--- src/lbsm_div_cell.sv ---
`default_nettype none

module lbsm_div_cell #(
    parameter int W  = 13,
    parameter int PW = 1
) (
    input  wire logic          clk,
    input  wire logic          rst_n,
    input  wire logic          in_valid,
    input  wire logic [W-1:0]  in_rem,
    input  wire logic [W-1:0]  in_lowq,
    input  wire logic [W-1:0]  in_div,
    input  wire logic [PW-1:0] in_pay,
    output logic               out_valid,
    output logic [W-1:0]       out_rem,
    output logic [W-1:0]       out_lowq,
    output logic [W-1:0]       out_div,
    output logic [PW-1:0]      out_pay
);

    logic          valid_reg;
    logic [W-1:0]  rem_reg;
    logic [W-1:0]  rem_next;
    logic [W-1:0]  lowq_reg;
    logic [W-1:0]  lowq_next;
    logic [W-1:0]  div_reg;
    logic [PW-1:0] pay_reg;
    logic [W:0]    trial;
    logic          fit;

    always_comb
    begin
        trial     = {in_rem, in_lowq[W-1]};
        fit       = trial >= {1'b0, in_div};
        rem_next  = fit ? W'(trial - {1'b0, in_div}) : trial[W-1:0];
        lowq_next = {in_lowq[W-2:0], fit};
    end

    always_ff @(posedge clk or negedge rst_n)
    begin
        if (!rst_n)
        begin
            valid_reg <= 1'b0;
        end
        else
        begin
            valid_reg <= in_valid;
        end
    end

    always_ff @(posedge clk)
    begin
        rem_reg  <= rem_next;
        lowq_reg <= lowq_next;
        div_reg  <= in_div;
        pay_reg  <= in_pay;
    end

    assign out_valid = valid_reg;
    assign out_rem   = rem_reg;
    assign out_lowq  = lowq_reg;
    assign out_div   = div_reg;
    assign out_pay   = pay_reg;

endmodule

`default_nettype wire

--- src/lbsm_div_chain.sv ---
`default_nettype none

module lbsm_div_chain #(
    parameter int W  = 13,
    parameter int PW = 1
) (
    input  wire logic            clk,
    input  wire logic            rst_n,
    input  wire logic            in_valid,
    input  wire logic [2*W-1:0]  in_num,
    input  wire logic [W-1:0]    in_div,
    input  wire logic [PW-1:0]   in_pay,
    output logic                 out_valid,
    output logic [W-1:0]         out_quot,
    output logic [PW-1:0]        out_pay
);

    logic          valid_s [W+1];
    logic [W-1:0]  rem_s   [W+1];
    logic [W-1:0]  lowq_s  [W+1];
    logic [W-1:0]  div_s   [W+1];
    logic [PW-1:0] pay_s   [W+1];

    assign valid_s[0] = in_valid;
    assign rem_s[0]   = in_num[2*W-1:W];
    assign lowq_s[0]  = in_num[W-1:0];
    assign div_s[0]   = in_div;
    assign pay_s[0]   = in_pay;

    for (genvar i = 0; i < W; i++)
    begin : g_cell
        lbsm_div_cell #(
            .W  (W),
            .PW (PW)
        ) u_cell (
            .clk       (clk),
            .rst_n     (rst_n),
            .in_valid  (valid_s[i]),
            .in_rem    (rem_s[i]),
            .in_lowq   (lowq_s[i]),
            .in_div    (div_s[i]),
            .in_pay    (pay_s[i]),
            .out_valid (valid_s[i+1]),
            .out_rem   (rem_s[i+1]),
            .out_lowq  (lowq_s[i+1]),
            .out_div   (div_s[i+1]),
            .out_pay   (pay_s[i+1])
        );
    end

    assign out_valid = valid_s[W];
    assign out_quot  = lowq_s[W];
    assign out_pay   = pay_s[W];

endmodule

`default_nettype wire

--- config.mk ---
export PLATFORM = sky130hd
export DESIGN_NAME = lbsm_div_chain
export DESIGN_NICKNAME = d
export VERILOG_FILES = /design/src/lbsm_div_cell.sv /design/src/lbsm_div_chain.sv
export SDC_FILE = /design/constraint.sdc
export NUM_CORES = 1
export LEC_CHECK = 0
export BUFFER_PORTS_ARGS = -buffer_cell sky130_fd_sc_hd__buf_2
export CAP_MARGIN = 20
export CORE_ASPECT_RATIO = 2
export CORE_MARGIN = 1
export CORE_UTILIZATION = 55
export CTS_CLUSTER_SIZE = 20
export DETAILED_ROUTE_END_ITERATION = 8
export MAX_ROUTING_LAYER = met4
export PLACE_DENSITY = 0.78
export SLEW_MARGIN = 20
export SYNTH_ARGS = -nofsm -noshare
export SYNTH_HDL_FRONTEND = slang
export SYNTH_HIERARCHICAL = 1
export SYNTH_SLANG_ARGS = --single-unit
--- constraint.sdc ---
create_clock -name clk -period 2.42 [get_ports clk]
set_clock_uncertainty 0.2 [all_clocks]
set_input_delay 0.363 -clock clk [delete_from_list [all_inputs] [get_ports clk]]
set_output_delay 0.363 -clock clk [all_outputs]
set_load 0.01 [all_outputs]
Word level (Yosys, flattened, before mapping) --
Index checks and enable logic that the tools add are counted.
Word-level totals: bits in registers 507, bits of input ports 43, output and inout bits 15, word-level logic and storage cells 100
Operators by class: add/sub/neg operators 12, order comparisons 13, multiplexer cells 12
Operators by type and width (count):
- greater-or-equal comparator 14 x 13 -> 1 bit | 13
- 2-to-1 mux 13 bit | 12
- subtractor 13 bit | 12

Depth between registers and ports, before layout --
depth after elaboration 2, gate-level depth with buffers 10, depth with buffers taken out 9

Modules after synthesis --
The synthesis kept the hierarchy.
By module, submodules not included:
- lbsm_div_cell | times used 13, cells an instance 149, area each 1675.4 um2, seq. area each 825.8 um2

Least setup slack after synthesis --
OpenSTA, ideal clock, no wires.
kind input to register, start point in in_num[12], end point reg g_cell[0].u_cell.rem_reg[10], arrival time 2208 ps, setup slack -110 ps, stages 10, path buffers 1, cell sequence inv_1 > ha_1 > fa_1 > nand2b_1 > a21oi_2 > o21ai_2 > a211oi_2 > o32a_2 > buf_12 > mux2_4
Between the ends: longest elaborated chain between the ends 2
RTL lines:
- from (decl) | RTL line lbsm_div_chain.sv:10 | input wire logic [2*W-1:0] in_num,
- greater-or-equal comparator 14 x 13 -> 1 bit | RTL line lbsm_div_cell.sv:34 | fit = trial >= {1'b0, in_div};
- net g_cell[0].u_cell.fit | RTL line lbsm_div_cell.sv:29 | logic fit;
- 2-to-1 mux 13 bit | RTL line lbsm_div_cell.sv:35 | rem_next = fit ? W'(trial - {1'b0, in_div}) : trial[W-1:0];
- net g_cell[0].u_cell.rem_next[10] | RTL line lbsm_div_cell.sv:23 | logic [W-1:0] rem_next;
- to (signal assigned) | RTL line lbsm_div_cell.sv:53 | rem_reg <= rem_next;
- to (decl) | RTL line lbsm_div_cell.sv:22 | logic [W-1:0] rem_reg;
The timed path passes the listed nets, and every way through them passes these cells.

Worst setup path after layout --
start point reg g_cell[1].u_cell.lowq_reg[12], end point reg g_cell[2].u_cell.rem_reg[3]
Between the ends: longest elaborated chain between the ends 2
RTL lines:
- from (decl) | RTL line lbsm_div_cell.sv:24 | logic [W-1:0] lowq_reg;
- from (signal assigned) | RTL line lbsm_div_cell.sv:54 | lowq_reg <= lowq_next;
- subtractor 13 bit or greater-or-equal comparator 14 x 13 -> 1 bit (tied branches) | RTL line lbsm_div_cell.sv:35, lbsm_div_cell.sv:34
- 2-to-1 mux 13 bit (*) | RTL line lbsm_div_cell.sv:35
- net g_cell[2].u_cell.rem_next[3] | RTL line lbsm_div_cell.sv:23
- to (signal assigned) | RTL line lbsm_div_cell.sv:53
- to (decl) | RTL line lbsm_div_cell.sv:22
The timed path passes the listed nets; every way through them passes the cells marked *.

==> results by group <==
Global routing
  – Grt ovf: 0
  – Number of global-route vias before repair: 16,954
  – Number of antenna violations at the first check in global routing: 1
  – Maximum number of pins on one net before global-route repair: 18
  – Global-route wire length before repair: 76.4 mm
  – GRT Util Overall: 26.1%

Route
  – Detailed-route wire length: 49.1 mm
  – Average detailed-routed wire length per instance: 18.2 um
  – Vias per inst: 5.60
  – Detailed Route Iter0 Violations: 495
  – DRT Pass-1 Iters: 5
  – Vias post-DR: 15,082
  – DRT antenna net count: 0
  – Post-route DRC violation count: 0

Power and ir drop
  – Power density over the cells: 1530 nW/um2
  – Worst IR Drop VDD: 849 uV
  – Lkg Pwr: 12.3 nW

Yosys
  – Post-Synthesis Net Count: 2,075
  – Total standard cell area after synthesis: 20,800 um2
  – Post-Synthesis Cells: 1,850
  – Synth Area per Inst: 11.2 um2
  – Yosys warnings: 6

Placed design
  – Post-DP HPWL: 33.7 mm
  – Setup slack after placement: -397 ps
  – Final weighted congestion in routability-driven placement: 0.908
  – Placed instance count: 2,533
  – Port buffer count: 57

Worst setup path
  – Critical path's top delay family: compound AO/OA/AOI/OAI gates
  – Cells along the critical path: inv_2 > ha_4 > fa_2 > nand2b_4 > a21oi_4 > o21ai_4 > a211oi_4 > o32a_4 > mux2_4
  – Slowest stage cell, crit path: sky130_fd_sc_hd__o32a_4
  – Crit end category: flop
  – Worst Setup Path Type: flop to flop
  – Delay of the slowest critical-path stage: 380 ps
  – Register-to-register setup slack: -250 ps
  – Data required time of the critical path: 2670 ps
  – Critical path data arrival time: 2920 ps
  – Combined buffer and inverter count along the critical path: 1
  – Category of the worst setup path launch point: flop
  – Worst-path fanout max: 7

Clock network
  – Clock Tree Buf Depth: 3
  – H-tree depth: 2
  – Clock root cell: sky130_fd_sc_hd__clkbuf_16
  – Number of buffers created by CTS: 44
  – Clock-pin slew of the registers on the worst-case setup and hold paths: 70 ps
  – Insertion delay of the later-clocked pin in the worst-skew pair: 560 ps
  – # clock sinks: 507
  – TritonCTS clock tree: done

Finish
  – Post-synthesis to final-layout area growth: 26.4%
  – Share of post-route cells with drive strength above 1: 29.0%
  – Finished Layout Cells: 2,695
  – Post-layout nets: 2,429
  – Number of fill cells: 2,504
  – Post-layout utilization of the core: 70.5%

Floorplan
  – Die Width: 139 um
  – Die outline area: 38,600 um2
  – Effective utilization at floorplan: 55.7%
  – Rows: 100
  – IO Pins: 58
  – Core Footprint: 37,300 um2
  – Die height: 277 um

Status
  – Violations in the final reports: negative setup slack
  – Outcome: finished with violations

Timing
  – RSZ-0062 raised after global routing: yes
  – Crit path time final: 2670 ps
  – Number of hold violations in the final report: 0
  – Worst-case headroom to the max-slew limit: 51.1%
  – Number of setup violations in the final report: 145
  – Worst-Margin Slew: 726 ps
  – Final max-slew violation count: 0
  – Final worst path period share: 110%
  – Setup ws final: -251 ps
  – Fmax: 0.374 GHz

Job
  – Max cap viols: 0

Worst hold path
  – Min-Delay Path Class: input pin to asynchronous set/reset pin
what timing repair did:
| action | CTS | global route |
|---|---|---|
| endpoints found under the hold margin | 53 | 0 |
| pin swaps | 35 | 35 |
| endpoints found under the setup margin | 148 | 163 |
| gates resized for setup | 115 | 67 |
| hold buffers | 42 | 0 |
| cloned | 11 | 1 |
| setup buffers | 26 | 15 |
power by group:
group	internal (mW)	switching (mW)	total, mW
Combinational	11.2	9.50	20.8
Sequential	10.8	1.12	11.9
Clock	4.53	3.04	7.57
stage by stage:
stage / hold WS [ps] / cell area, um2 / TNS (ps) / total power [mW]
finish: 22.4 / 26300 / -20910 / 40.2
global route: 38.5 / 26300 / -27370 / 42.4
CTS: 9.40 / 25900 / -21720 / 39.5
detailed placement: 61.4 / 23100 / -37520 / 29.7
global placement: 48.9 / 23100 / -32960 / 28.9
floorplan: -133 / 21100 / 0 / 25.4
worst register-to-register path: cells and delay by family, from the launching register on:
kind            cells  cell delay [ps]
buf+inv             1               40
fa+ha+maj           2              490
compound gates      4             1030
simple gates        1              170
mux                 1              320
flops               1              320
cells in the final DEF (no fill, tap or decap), drive strengths merged, types with 24 or more instances in the layout:
cell type	n
dfxtp	494
buf	267
inv	196
ha	169
mux2	132
a21oi	111
nor2	97
o21ai	75
xor2	60
clkbuf	59
nand2	50
xnor2	48
dlygate4sd3	42
nand2b	37
a211oi	37
a21o	25
nor3	25
o32a	25
nor2b	24
nand3	24
mux2i	24
or2	24
layer usage:
| metal | GRT usage, % | up-vias | part of all wire, % |
|---|---|---|---|
| met5 | - | - | 0 |
| met4 | 26.9 | 0 | 11 |
| met3 | 3.79 | 321 | 3.1 |
| met2 | 55.0 | 451 | 59 |
| met1 | 15.3 | 7176 | 26 |
| li1 | - | 7134 | - |
final timing paths:
check,start,endpoint,cells after the start
setup / recovery,g_cell[1].u_cell/out_lowq[12],g_cell[2].u_cell/out_rem[3],9
hold / removal,rst_n,g_cell[2].u_cell/out_valid,2
setup reg to reg,g_cell[1].u_cell/out_lowq[12],g_cell[2].u_cell/out_rem[3],9
hold reg to reg,g_cell[9].u_cell/out_lowq[2],g_cell[10].u_cell/out_lowq[3],0
max in group asynchronous,rst_n,g_cell[5].u_cell/out_valid,2
min in group clk,in_div[1],g_cell[0].u_cell/out_rem[1],3
sequential cells by signal, indices dropped and copies added, names as in the netlist:
signal and flops:
g_cell.u_cell/out_valid 13, g_cell.u_cell/out_div 156, g_cell.u_cell/out_pay 13, g_cell.u_cell/out_lowq 169, g_cell.u_cell/out_rem 156
area by class of cell:
type                            instances  area (um2)  share of cell area, %
Multi-Input combinational cell       1148       10800                   41.1
Antenna cell                            1        2.50                0.00952
Clock buffer                           59        1270                   4.83
Sequential cell                       507       10200                   38.9
Tap cell                              459         574                   2.19
Timing Repair Buffer                  309        2360                   8.97
Clock inverter                         18         303                   1.15
Inverter                              194         728                   2.77
Power figures use the tool's default switching activity.
